[src/design/lkvc_pkg.sv]
package lkvc_pkg;

	// Field widths of one word on each channel
	localparam int KEY_W  = 32;
	localparam int DATA_W = 32;
	localparam int CAP_W  = 5;

	// Capacity after reset, and the value returned by a get that misses
	localparam logic [CAP_W-1:0]  CAP_RESET  = 5'd16;
	localparam logic [DATA_W-1:0] MISS_VALUE = 32'hFFFF_FFFF;

	// Request class, decided in the front end
	typedef enum logic [0:0] {
		OP_GET = 1'b0,
		OP_SET = 1'b1
	} op_t;

	// One queued request word
	typedef struct packed {
		op_t               op;
		logic [KEY_W-1:0]  key;
		logic [DATA_W-1:0] value;
	} item_t;

endpackage

[src/design/lkvc_ram.sv]
module lkvc_ram #(
	parameter int WIDTH = 32,
	parameter int DEPTH = 16
) (
	input  logic                                   clk,
	input  logic                                   we,
	input  logic [(DEPTH > 1 ? $clog2(DEPTH) : 1)-1:0] waddr,
	input  logic [WIDTH-1:0]                       wdata,
	input  logic                                   re,
	input  logic [(DEPTH > 1 ? $clog2(DEPTH) : 1)-1:0] raddr,
	output logic [WIDTH-1:0]                       rdata
);

	logic [WIDTH-1:0] mem [DEPTH];

	// Single write port
	always_ff @(posedge clk) begin
		if (we) begin
			mem[waddr] <= wdata;
		end
	end

	// Registered read, held while re is low
	always_ff @(posedge clk) begin
		if (re) begin
			rdata <= mem[raddr];
		end
	end

endmodule

[src/design/lkvc_front.sv]
module lkvc_front
	import lkvc_pkg::*;
(
	input  logic              clk,
	input  logic              arst_n,
	input  logic              in_valid,
	output logic              in_stall,
	input  logic              cmd,
	input  logic [KEY_W-1:0]  lookup_key,
	input  logic [DATA_W-1:0] store_value,
	output logic              q_valid,
	output item_t             q_item,
	input  logic              q_pop
);

	localparam int DEPTH = 2;
	localparam int PTR_W = $clog2(DEPTH);
	localparam int CNT_W = $clog2(DEPTH + 1);

	item_t            buf_q [DEPTH];
	logic [PTR_W-1:0] wr_ptr_q;
	logic [PTR_W-1:0] rd_ptr_q;
	logic [CNT_W-1:0] cnt_q;
	logic             push;
	item_t            item_in;

	// Classify the incoming word
	always_comb begin
		item_in.op    = cmd ? OP_SET : OP_GET;
		item_in.key   = lookup_key;
		item_in.value = store_value;
	end

	assign in_stall = (cnt_q == CNT_W'(DEPTH));
	assign push     = in_valid && !in_stall;
	assign q_valid  = (cnt_q != '0);
	assign q_item   = buf_q[rd_ptr_q];

	// Queue storage
	always_ff @(posedge clk) begin
		if (push) begin
			buf_q[wr_ptr_q] <= item_in;
		end
	end

	// Pointers and fill level
	always_ff @(posedge clk or negedge arst_n) begin
		if (!arst_n) begin
			wr_ptr_q <= '0;
			rd_ptr_q <= '0;
			cnt_q    <= '0;
		end else begin
			if (push) begin
				wr_ptr_q <= wr_ptr_q + 1'b1;
			end
			if (q_pop) begin
				rd_ptr_q <= rd_ptr_q + 1'b1;
			end
			case ({push, q_pop})
				2'b10:   cnt_q <= cnt_q + 1'b1;
				2'b01:   cnt_q <= cnt_q - 1'b1;
				default: cnt_q <= cnt_q;
			endcase
		end
	end

endmodule

[src/design/lkvc_back.sv]
module lkvc_back
	import lkvc_pkg::*;
#(
	parameter int MAX_ENTRIES = 16
) (
	input  logic              clk,
	input  logic              arst_n,
	input  logic [CAP_W-1:0]  capacity,
	input  logic              q_valid,
	input  item_t             q_item,
	output logic              q_pop,
	output logic              out_valid,
	input  logic              out_stall,
	output logic              hit,
	output logic [DATA_W-1:0] read_value
);

	localparam int IDX_W = (MAX_ENTRIES > 1) ? $clog2(MAX_ENTRIES) : 1;
	localparam int CNT_W = $clog2(MAX_ENTRIES + 1);
	localparam int CMP_W = (CNT_W > CAP_W) ? CNT_W : CAP_W;

	// Tag cells: valid, key and recency rank per entry (0 = most recent)
	logic [MAX_ENTRIES-1:0] valid_q;
	logic [KEY_W-1:0]       key_q  [MAX_ENTRIES];
	logic [IDX_W-1:0]       rank_q [MAX_ENTRIES];
	logic [CNT_W-1:0]       count_q;

	logic [MAX_ENTRIES-1:0] match;
	logic [MAX_ENTRIES-1:0] free_oh;
	logic [MAX_ENTRIES-1:0] oldest_oh;
	logic                   any_hit;
	logic                   has_free;
	logic [IDX_W-1:0]       hit_idx;
	logic [IDX_W-1:0]       hit_rank;
	logic [IDX_W-1:0]       free_idx;
	logic [IDX_W-1:0]       old_idx;
	logic [IDX_W-1:0]       slot_idx;
	logic [IDX_W-1:0]       oldest_rank;
	logic [CMP_W-1:0]       cap_ext;
	logic [CMP_W-1:0]       cap_eff;
	logic                   full;

	logic                   issue;
	logic                   do_set;
	logic                   do_get;

	logic                   valid_s2;
	logic                   hit_s2;
	logic                   s2_adv;
	logic [DATA_W-1:0]      rdata;

	logic                   out_valid_q;
	logic                   hit_q;
	logic [DATA_W-1:0]      read_value_q;

	// Parallel key compare, free slot and oldest entry search
	always_comb begin
		oldest_rank = IDX_W'(count_q - CNT_W'(1));
		free_oh     = ~valid_q & (valid_q + MAX_ENTRIES'(1));
		has_free    = ~&valid_q;
		hit_idx     = '0;
		hit_rank    = '0;
		free_idx    = '0;
		old_idx     = '0;
		for (int i = 0; i < MAX_ENTRIES; i++) begin
			match[i]     = valid_q[i] && (key_q[i] == q_item.key);
			oldest_oh[i] = valid_q[i] && (rank_q[i] == oldest_rank);
			if (match[i]) begin
				hit_idx  = hit_idx | IDX_W'(i);
				hit_rank = hit_rank | rank_q[i];
			end
			if (free_oh[i]) begin
				free_idx = free_idx | IDX_W'(i);
			end
			if (oldest_oh[i]) begin
				old_idx = old_idx | IDX_W'(i);
			end
		end
		any_hit = |match;
	end

	// Clamp capacity to 1..MAX_ENTRIES and pick the target slot of a set
	always_comb begin
		cap_ext = CMP_W'(capacity);
		if (cap_ext == '0) begin
			cap_eff = CMP_W'(1);
		end else if (cap_ext > CMP_W'(MAX_ENTRIES)) begin
			cap_eff = CMP_W'(MAX_ENTRIES);
		end else begin
			cap_eff = cap_ext;
		end
		full = (CMP_W'(count_q) >= cap_eff) || !has_free;
		if (any_hit) begin
			slot_idx = hit_idx;
		end else if (full) begin
			slot_idx = old_idx;
		end else begin
			slot_idx = free_idx;
		end
	end

	// Issue: sets always go, gets only when the read stage is empty or can move on
	assign s2_adv = valid_s2 && (!out_valid_q || !out_stall);
	assign issue  = q_valid && ((q_item.op == OP_SET) || !valid_s2 || s2_adv);
	assign do_set = issue && (q_item.op == OP_SET);
	assign do_get = issue && (q_item.op == OP_GET);
	assign q_pop  = issue;

	// Valid bits, ranks and fill count
	always_ff @(posedge clk or negedge arst_n) begin
		if (!arst_n) begin
			valid_q <= '0;
			count_q <= '0;
			for (int i = 0; i < MAX_ENTRIES; i++) begin
				rank_q[i] <= '0;
			end
		end else if (do_set) begin
			for (int i = 0; i < MAX_ENTRIES; i++) begin
				if (IDX_W'(i) == slot_idx) begin
					valid_q[i] <= 1'b1;
					rank_q[i]  <= '0;
				end else if (valid_q[i] && (!any_hit || (rank_q[i] < hit_rank))) begin
					rank_q[i] <= rank_q[i] + 1'b1;
				end
			end
			if (!any_hit && !full) begin
				count_q <= count_q + 1'b1;
			end
		end
	end

	// Keys are written only when a new entry is placed
	always_ff @(posedge clk) begin
		if (do_set && !any_hit) begin
			key_q[slot_idx] <= q_item.key;
		end
	end

	// Value store
	lkvc_ram #(
		.WIDTH (DATA_W),
		.DEPTH (MAX_ENTRIES)
	) u_data (
		.clk   (clk),
		.we    (do_set),
		.waddr (slot_idx),
		.wdata (q_item.value),
		.re    (do_get),
		.raddr (hit_idx),
		.rdata (rdata)
	);

	// Read stage and output word
	always_ff @(posedge clk or negedge arst_n) begin
		if (!arst_n) begin
			valid_s2    <= 1'b0;
			out_valid_q <= 1'b0;
		end else begin
			if (do_get) begin
				valid_s2 <= 1'b1;
			end else if (s2_adv) begin
				valid_s2 <= 1'b0;
			end
			if (s2_adv) begin
				out_valid_q <= 1'b1;
			end else if (!out_stall) begin
				out_valid_q <= 1'b0;
			end
		end
	end

	always_ff @(posedge clk) begin
		if (do_get) begin
			hit_s2 <= any_hit;
		end
		if (s2_adv) begin
			hit_q        <= hit_s2;
			read_value_q <= hit_s2 ? rdata : MISS_VALUE;
		end
	end

	assign out_valid  = out_valid_q;
	assign hit        = hit_q;
	assign read_value = read_value_q;

endmodule

[src/design/lru_key_value_cache_unit.sv]
// Fully associative key-value cache with least recently used replacement.
// Input channel (in_valid / in_stall): one request word per acceptance;
//   cmd 0 is a get of lookup_key, cmd 1 a set of lookup_key to store_value.
// Output channel (out_valid / out_stall): one word (hit, read_value) per get,
//   nothing for a set; a miss returns hit 0 and read_value -1.
// Config channel (cfg_valid / cfg_ready): writes the capacity register;
//   cfg_ready is always high, write only while no request is in flight.
// Throughput: one request per clock while out_stall stays low, set by the parallel key
//   compare and rank update over all entries in the back end.
// A get is compared and its data read as it leaves the queue, then passes
//   the read stage register and the output register before out_valid; it also
//   waits while earlier words wait in the queue.
// A two-word queue sits between the front end and the back end; when
//   out_stall holds, gets back up into the queue and in_stall rises once it
//   is full. Sets keep draining until a get reaches the head of the queue.
// Reset empties the cache and the queue, clears the output and sets the
//   capacity to 16; no clearing pass is needed.
module lru_key_value_cache_unit
	import lkvc_pkg::*;
#(
	parameter int MAX_ENTRIES = 16
) (
	input  logic              clk,
	input  logic              arst_n,
	input  logic              in_valid,
	output logic              in_stall,
	input  logic              cmd,
	input  logic [KEY_W-1:0]  lookup_key,
	input  logic [DATA_W-1:0] store_value,
	output logic              out_valid,
	input  logic              out_stall,
	output logic              hit,
	output logic [DATA_W-1:0] read_value,
	input  logic              cfg_valid,
	output logic              cfg_ready,
	input  logic [CAP_W-1:0]  cfg_data
);

	logic [CAP_W-1:0] capacity_q;
	logic             q_valid;
	item_t            q_item;
	logic             q_pop;

	// Capacity register
	assign cfg_ready = 1'b1;

	always_ff @(posedge clk or negedge arst_n) begin
		if (!arst_n) begin
			capacity_q <= CAP_RESET;
		end else if (cfg_valid && cfg_ready) begin
			capacity_q <= cfg_data;
		end
	end

	lkvc_front u_front (
		.clk         (clk),
		.arst_n      (arst_n),
		.in_valid    (in_valid),
		.in_stall    (in_stall),
		.cmd         (cmd),
		.lookup_key  (lookup_key),
		.store_value (store_value),
		.q_valid     (q_valid),
		.q_item      (q_item),
		.q_pop       (q_pop)
	);

	lkvc_back #(
		.MAX_ENTRIES (MAX_ENTRIES)
	) u_back (
		.clk        (clk),
		.arst_n     (arst_n),
		.capacity   (capacity_q),
		.q_valid    (q_valid),
		.q_item     (q_item),
		.q_pop      (q_pop),
		.out_valid  (out_valid),
		.out_stall  (out_stall),
		.hit        (hit),
		.read_value (read_value)
	);

endmodule

[config.mk]
export PLATFORM = sky130hd
export DESIGN_NAME = lru_key_value_cache_unit
export DESIGN_NICKNAME = d
export VERILOG_FILES = /design/src/design/lkvc_pkg.sv /design/src/design/lkvc_ram.sv /design/src/design/lkvc_front.sv /design/src/design/lkvc_back.sv /design/src/design/lru_key_value_cache_unit.sv
export SDC_FILE = /design/constraint.sdc
export NUM_CORES = 2
export LEC_CHECK = 0
export BUFFER_PORTS_ARGS = -buffer_cell sky130_fd_sc_hd__buf_4
export CELL_PAD_IN_SITES_DETAIL_PLACEMENT = 1
export CELL_PAD_IN_SITES_GLOBAL_PLACEMENT = 1
export CORE_ASPECT_RATIO = 1.4
export CORE_MARGIN = 2
export CORE_UTILIZATION = 30
export DETAILED_ROUTE_END_ITERATION = 7
export GPL_TIMING_DRIVEN = 1
export HOLD_SLACK_MARGIN = 0.05
export PLACE_DENSITY = 0.59
export SYNTH_ARGS = -nofsm -noshare
export SYNTH_HDL_FRONTEND = slang
export SYNTH_SLANG_ARGS = --single-unit
[constraint.sdc]
create_clock -name clk -period 5.6 [get_ports clk]
set_clock_uncertainty 0.15 [all_clocks]
set_input_delay 0.28 -clock clk [delete_from_list [all_inputs] [get_ports clk]]
set_output_delay 0.28 -clock clk [all_outputs]
set_load 0.01 [all_outputs]
== Yosys cells after proc, flatten, opt, wreduce, memory -nomap -nowiden ==
Memory sizes are Yosys's and may differ from the RTL's. A register that Yosys moved wholly into a read port is not among the register bits.
Index checks and enable logic that the tools add are counted.
Word-level totals
  register bits after elaboration: 130
  memory bits (writable): 1154
  memories: 3
Operators by class
  add/sub/neg operators: 23
  $lt $le $gt $ge: 18
  eq/ne operators: 50
  multiplexer cells: 109
  bitwise logic cells: 18
  reduce and logical (&&, ||, !) cells: 136
Memory list
  u_back.key_q: words 16, bits a word 32, rd ports 16, clocked after Yosys merged registers in 0, write ports 1, line lkvc_back.sv:24  | logic [KEY_W-1:0] key_q [MAX_ENTRIES];
  u_back.u_data.mem: words 16, bits a word 32, rd ports 1, clocked after Yosys merged registers in 1, write ports 1, line lkvc_ram.sv:14  | logic [WIDTH-1:0] mem [DEPTH];
  u_front.buf_q: words 2, bits a word 65, rd ports 1, clocked after Yosys merged registers in 0, write ports 1, line lkvc_front.sv:20  | item_t buf_q [DEPTH];
Operators by type and width (count)
  32-bit == test: 16
  4-bit two-way mux: 74
  2-bit AND reduction: 33
  4-bit by 1-bit adder with 4-bit output (second input constant): 16
  4-bit less-than comparator: 16
  4-bit == test: 15
  4-bit OR: 15
  1-bit logical AND: 54
  2-bit nonzero test: 19
  3-bit two-way mux: 12
  4-bit == test (first input constant): 8
  1-bit logical OR: 20
  16-bit by 1-bit adder with 16-bit output (second input constant): 1
  16-bit AND: 1
  3-bit by 4-bit == test with 1-bit output (first input constant): 4
  16-bit NOT: 1
  16-bit AND reduction: 1
  16-bit OR reduction: 1
  1-bit two-way mux: 14
  2-bit two-way mux: 6
  5-bit two-way mux: 2
  2-bit by 4-bit == test with 1-bit output (first input constant): 2
  1-bit logical NOT: 6
  5-bit by 1-bit adder with 5-bit output (second input constant): 1
  other kinds (14): 16

== Depth between registers and ports, before layout ==
An unclocked memory read counts as a cell.
  depth in word-level cells: 39
  depth in mapped cells: 24
  depth with buffers taken out: 19

== Modules after synthesis ==
From an unflattened synthesis, not the netlist that was laid out.
Second synthesis, totals
  cell total of the unflattened synthesis: 3279
  area total of the unflattened synthesis: 55876.1 sq um
Modules (own cells, without submodules)
  lkvc_back: times used 1, cells an instance 2210, area each 30484.2 sq um
  lkvc_ram: times used 1, cells an instance 838, area each 20155.6 sq um
  lkvc_front: times used 1, cells an instance 219, area each 5042.3 sq um
  lru_key_value_cache_unit: times used 1, cells an instance 12, area each 193.9 sq um

== Worst setup path before layout ==
Ideal clock, no wire load.
  path type: register to register
  start: reg u_back.count_q[0]
  end: mem u_back.key_q[0][0], enable pin
  data arrival time: 5207 ps
  data required time: 5029 ps
  setup slack: -178 ps
  cell stages (with the launch flop): 17
  buffers on the path: 4
  clock period less this slack: 5778 ps
  cells stage by stage: dfrtp_1 -> buf_2 -> buf_1 -> inv_1 -> ha_1 -> buf_2 -> buf_1 -> xnor2_1 -> nor2_1 -> a41o_1 -> nand4bb_1 -> mux2_2 -> nor2b_1 -> mux2i_4 -> nand2b_1 -> or3_1 -> nor2_1
Between the ends
  word-level cells in the longest chain between the ends: 20
  elaborated cells between the ends (all ways): 50
  classes of those cells: 1 x add/sub; 1 x order compare; 15 x eq/ne; 17 x mux; 16 x reduce/logical
Ends and longest elaborated chain
  from (decl): line lkvc_back.sv:26  | logic [CNT_W-1:0] count_q;
  from (signal assigned): line lkvc_back.sv:127  | count_q <= count_q + 1'b1;
  4-bit by 1-bit subtractor with 4-bit output *: line lkvc_back.sv:58  | oldest_rank = IDX_W'(count_q - CNT_W'(1));
  net u_back.oldest_rank[0]: line lkvc_back.sv:38  | logic [IDX_W-1:0] oldest_rank;
  4-bit == test: line lkvc_back.sv:67  | oldest_oh[i] = valid_q[i] && (rank_q[i] == oldest_rank);
  1-bit logical AND: line lkvc_back.sv:67
  1-bit two-way mux: line lkvc_back.sv:75  | if (oldest_oh[i]) begin
  2-bit two-way mux (2 in series): line lkvc_back.sv:75
  3-bit two-way mux (4 in series): line lkvc_back.sv:75
  4-bit two-way mux (7 in series): line lkvc_back.sv:75
  4-bit two-way mux *: line lkvc_back.sv:75
  4-bit two-way mux *: line lkvc_back.sv:95  | end else if (full) begin
  4-bit two-way mux *: line lkvc_back.sv:93  | if (any_hit) begin
  to (decl): line lkvc_back.sv:24
The timed path passes the listed nets; every way through them passes the cells marked *.

== Worst setup path in the final report ==
  start: reg u_front.rd_ptr_q
  end: mem u_back.key_q[11][19], enable pin
Between the ends
  word-level cells in the longest chain between the ends: 19
  elaborated cells between the ends (all ways): 58
  classes of those cells: 16 x eq/ne; 18 x mux; 23 x reduce/logical; 1 x memory
Ends and longest elaborated chain
  from (decl): line lkvc_front.sv:22  | logic [PTR_W-1:0] rd_ptr_q;
  from (signal assigned): line lkvc_front.sv:57  | rd_ptr_q <= rd_ptr_q + 1'b1;
  memory 2 x 65 bit *
  32-bit == test: line lkvc_back.sv:66  | match[i] = valid_q[i] && (key_q[i] == q_item.key);
  1-bit logical AND: line lkvc_back.sv:66
  1-bit two-way mux: line lkvc_back.sv:68  | if (match[i]) begin
  2-bit two-way mux (2 in series): line lkvc_back.sv:68
  3-bit two-way mux (4 in series): line lkvc_back.sv:68
  4-bit two-way mux (8 in series): line lkvc_back.sv:68
  4-bit two-way mux: line lkvc_back.sv:93
Every way passes the cells marked *; elsewhere a longest branch is shown, timed or not.

==> impl_metrics.py <==
metrics = {
    "sta": {
        "finalMaxSlewViolations": 0,
        "setup_violations": 0,
        "fin_ws_ns": 0.175,
        "hold_viol_final": 0,
        "fin_setup_tns_ns": 0,
        "max_freq_mhz": 184,
        "tightest_slew_ns": 1.25,
        "relSlewSlack_pct": 16.3,
        "fin_crit_ns": 5.42,
        "grt_setup_unrepaired": "false",
        "finalCritPeriodShare_pct": 96.9,
    },
    "floorplan": {
        "core_area_um2": 189000,
        "io_pins": 111,
        "start_util_pct": 30.2,
        "rows": 189,
        "die_height_um": 520,
        "die_w_um": 373,
        "die-area_um2": 194000,
    },
    "yosys": {
        "synth.avg_cell_area_um2": 16.1,
        "synth-async-reset-ratio_pct": 7.29,
        "ys_seq_area_share_pct": 68.3,
        "synth_edf_count": 1220,
        "synth_area_um2": 57100,
        "yosysWarnings": 0,
        "syn_nets": 3688,
        "synthTopCellsByArea": "edfxtp_1 64%, xnor2_1 8.0%, mux2i_1 6.3%, dfrtp_1 4.2%, ha_1 1.6%",
        "synthDominantCellAreaShare_pct": 64.1,
        "syn_inst": 3541,
        "synth_top_cell_by_area": "edfxtp_1",
        "yosys.cell_types.count": 81,
        "synth-seq-cells": 1316,
        "ys.flop_type": "edfxtp_1",
    },
    "placement": {
        "gp_congestion": 0.921,
        "numPortBuffers": 109,
        "post-place-ws_ns": -0.0768,
        "dp_hpwl_mm": 117,
    },
    "cts": {
        "cts_tree": "done",
        "clkSinkCount": 1316,
        "cts_max_level": 4,
        "clk_pin_slew_worst_paths_ns": 0.06,
        "cts_made_buffers": 138,
        "clk_latency_ns": 0.79,
        "root_buffer": "clkbuf_16",
        "ctsLongestPathBuffers": 3,
    },
    "min_path": {
        "hold_path_class": "in2reg",
    },
    "drt": {
        "vias": 33100,
        "wirelength_mm": 178,
        "drtAntennaViolNets": 0,
        "avgViaCountPerCell": 4.94,
        "drt-wirelength-per-cell_um": 26.5,
        "drcViolationCount": 0,
        "dr.pass1.iters": 7,
        "drtIter0Drc": 2575,
    },
    "cells_and_area": {
        "drive_above_1_share_pct": 20.2,
        "nNetsFinal": 4253,
        "multi_input_area_um2": 17300,
        "n_fill_cell": 19100,
        "seqCellArea_um2": 39000,
        "syn_to_final_growth_pct": 22.6,
    },
    "power": {
        "max-vdd-ir-drop_mv": 0.342,
        "p_leak_nw": 22.5,
        "cellPowerDensity_nw_per_um2": 562,
    },
    "global_routing": {
        "grt_max_degree": 60,
        "grt_first_pass_wirelength_mm": 254,
        "grt_usage_pct": 18.1,
        "overflow": 0,
        "grt_pass1_vias": 35400,
        "antenna_found_initial": 3,
    },
    "setup_path": {
        "slowest_stage": "nor2_4",
        "critPathArrivalTime_ns": 5.67,
        "cp-start-kind": "register",
        "cp_top_family": "simple AND/OR/NAND/NOR gates",
        "cp.required_ns": 5.85,
        "critPathBufInv": 8,
        "end_kind": "register",
        "cpPeakStageDelay_ns": 0.77,
        "crit_type": "reg2reg",
        "cp_cell_sequence": "buf_12, mux2i_4, buf_12, xnor2_1, nor4_4, buf_4, nand4_1, nor3_4, buf_12, nor4_1, buf_4, and2_4, buf_4, buf_12, and4_1, o21ai_0, buf_4, nor2_4",
        "cp_max_fo": 32,
    },
    "status": {
        "status": "finished, final reports clean",
    },
    "run": {
        "cap_violations": 0,
    },
}
[logic make-up after synthesis]
logic type / share of synthesized area (%)
AND/OR/NAND/NOR: 6.13
buffers and inverters: 2.13
flip-flops: 68.3
XOR/XNOR: 9.04
other: 0.00656
adder cells (fa/ha/maj): 1.58
AO/OA/AOI/OAI: 3.85
multiplexers: 8.92
[stage by stage]
stage	utilization [%]	power, mW	instances	hold WS, ns	instance area (µm²)
after floorplan	-	23.1	3541	-0.166	57100
after global placement	33.8	30.0	6307	0.200	64100
after detailed placement	33.8	30.3	6307	0.199	64100
after CTS	36.9	39.6	6688	0.0504	69900
after global routing	37.0	41.0	6700	0.0708	70100
final	37.0	39.3	6702	0.0943	70100
[cell type report]
type,instances,share of cell area [%]
sequential,1316,55.7
multi-input combinational,2029,24.7
timing repair buffer,559,8.44
clock buffer,182,5.31
tap,2483,4.43
clock inverter,68,1.04
inverter,62,0.332
antenna,3,0.0107
[sequential cells by signal, summed over array words and instances (netlist names), 2 cells and up]
name                 flops
u_back.read_value       32
u_back.valid_q          16
capacity_q               5
u_back.rank_q           64
u_front.cnt_q            2
u_back.count_q           5
u_front.buf_q          130
u_back.u_data.mem      512
u_back.key_q           512
u_back.u_data.rdata     32
[final timing paths]
check                                        startpoint                              to  slack [ns]  depth (start not counted)
max                        u_front.rd_ptr_q$_DFFE_PN0P_  u_back.key_q[11][19]$_DFFE_PP_        0.18                         18
min                                      lookup_key[12]  u_front.buf_q[1][44]$_DFFE_PP_        0.09                          2
max in group asynchronous                        arst_n    u_back.rank_q[1]$_DFFE_PN0P_        3.77                          4
min in group asynchronous                        arst_n       capacity_q[4]$_DFFE_PN1P_        0.58                          3
min reg2reg                 u_back.valid_s2$_DFFE_PN0P_    u_back.out_valid$_DFFE_PN0P_        0.35                          1
max reg2reg                u_front.rd_ptr_q$_DFFE_PN0P_  u_back.key_q[11][19]$_DFFE_PP_        0.18                         18
[worst reg2reg max path: stages (launching register included)]
cell	delay (ns)
dfrtp_4	0.56
buf_12	0.28
mux2i_4	0.33
buf_12	0.25
xnor2_1	0.23
nor4_4	0.12
buf_4	0.15
nand4_1	0.28
nor3_4	0.11
buf_12	0.16
nor4_1	0.41
buf_4	0.19
and2_4	0.17
buf_4	0.14
buf_12	0.17
and4_1	0.28
o21ai_0	0.10
buf_4	0.19
nor2_4	0.77
[routing by layer]
| metal | vias to the layer above | wire length, µm | GRT usage (%) |
|---|---|---|---|
| met1 | 17300 | 69200 | 20.7 |
| met3 | 320 | 6590 | 2.52 |
| met4 | 0 | 7540 | 7.45 |
| li1 | 14600 | - | - |
| met5 | - | 0 | 0 |
| met2 | 865 | 94300 | 33.8 |
[cell usage after synthesis, types with 53 or more instances]
cell type and instances:
mux2_2 72, xnor2_1 520, nor2_1 91, ha_1 72
nand3_1 63, edfxtp_1 1220, inv_1 62, a22oi_1 63
nor4_1 131, nand2_1 115, dfrtp_1 95, mux2i_1 359
buf_2 53
[layout by cell type, fill, tap and decap left out, types with 50 or more instances in the layout]
cell / n
ha_1: 72
nor4_1: 119
dlygate4sd3_1: 127
dfrtp_1: 94
xnor2_1: 520
mux2_2: 72
clkbuf_16: 140
mux2i_1: 356
buf_12: 110
nand3_1: 62
nor2_1: 67
nand2b_1: 50
o21ai_0: 50
inv_1: 62
nand2_1: 114
xor2_1: 50
edfxtp_1: 1220
a22oi_1: 63
buf_4: 320
[what timing repair did]
action,CTS,global route
resized for setup,4,17
hold buffers,128,0
buffers inserted,2,11
pin swaps,0,5
setup endpoints to repair,82,211
cloned,1,0
hold endpoints to repair,234,0
[power breakdown]
part           total, mW  internal [mW]  switching (mW)
Combinational       14.5           5.42            9.09
Clock               9.12           5.19            3.93
Sequential          15.7           14.5            1.21
Power figures use the tool's default switching activity.
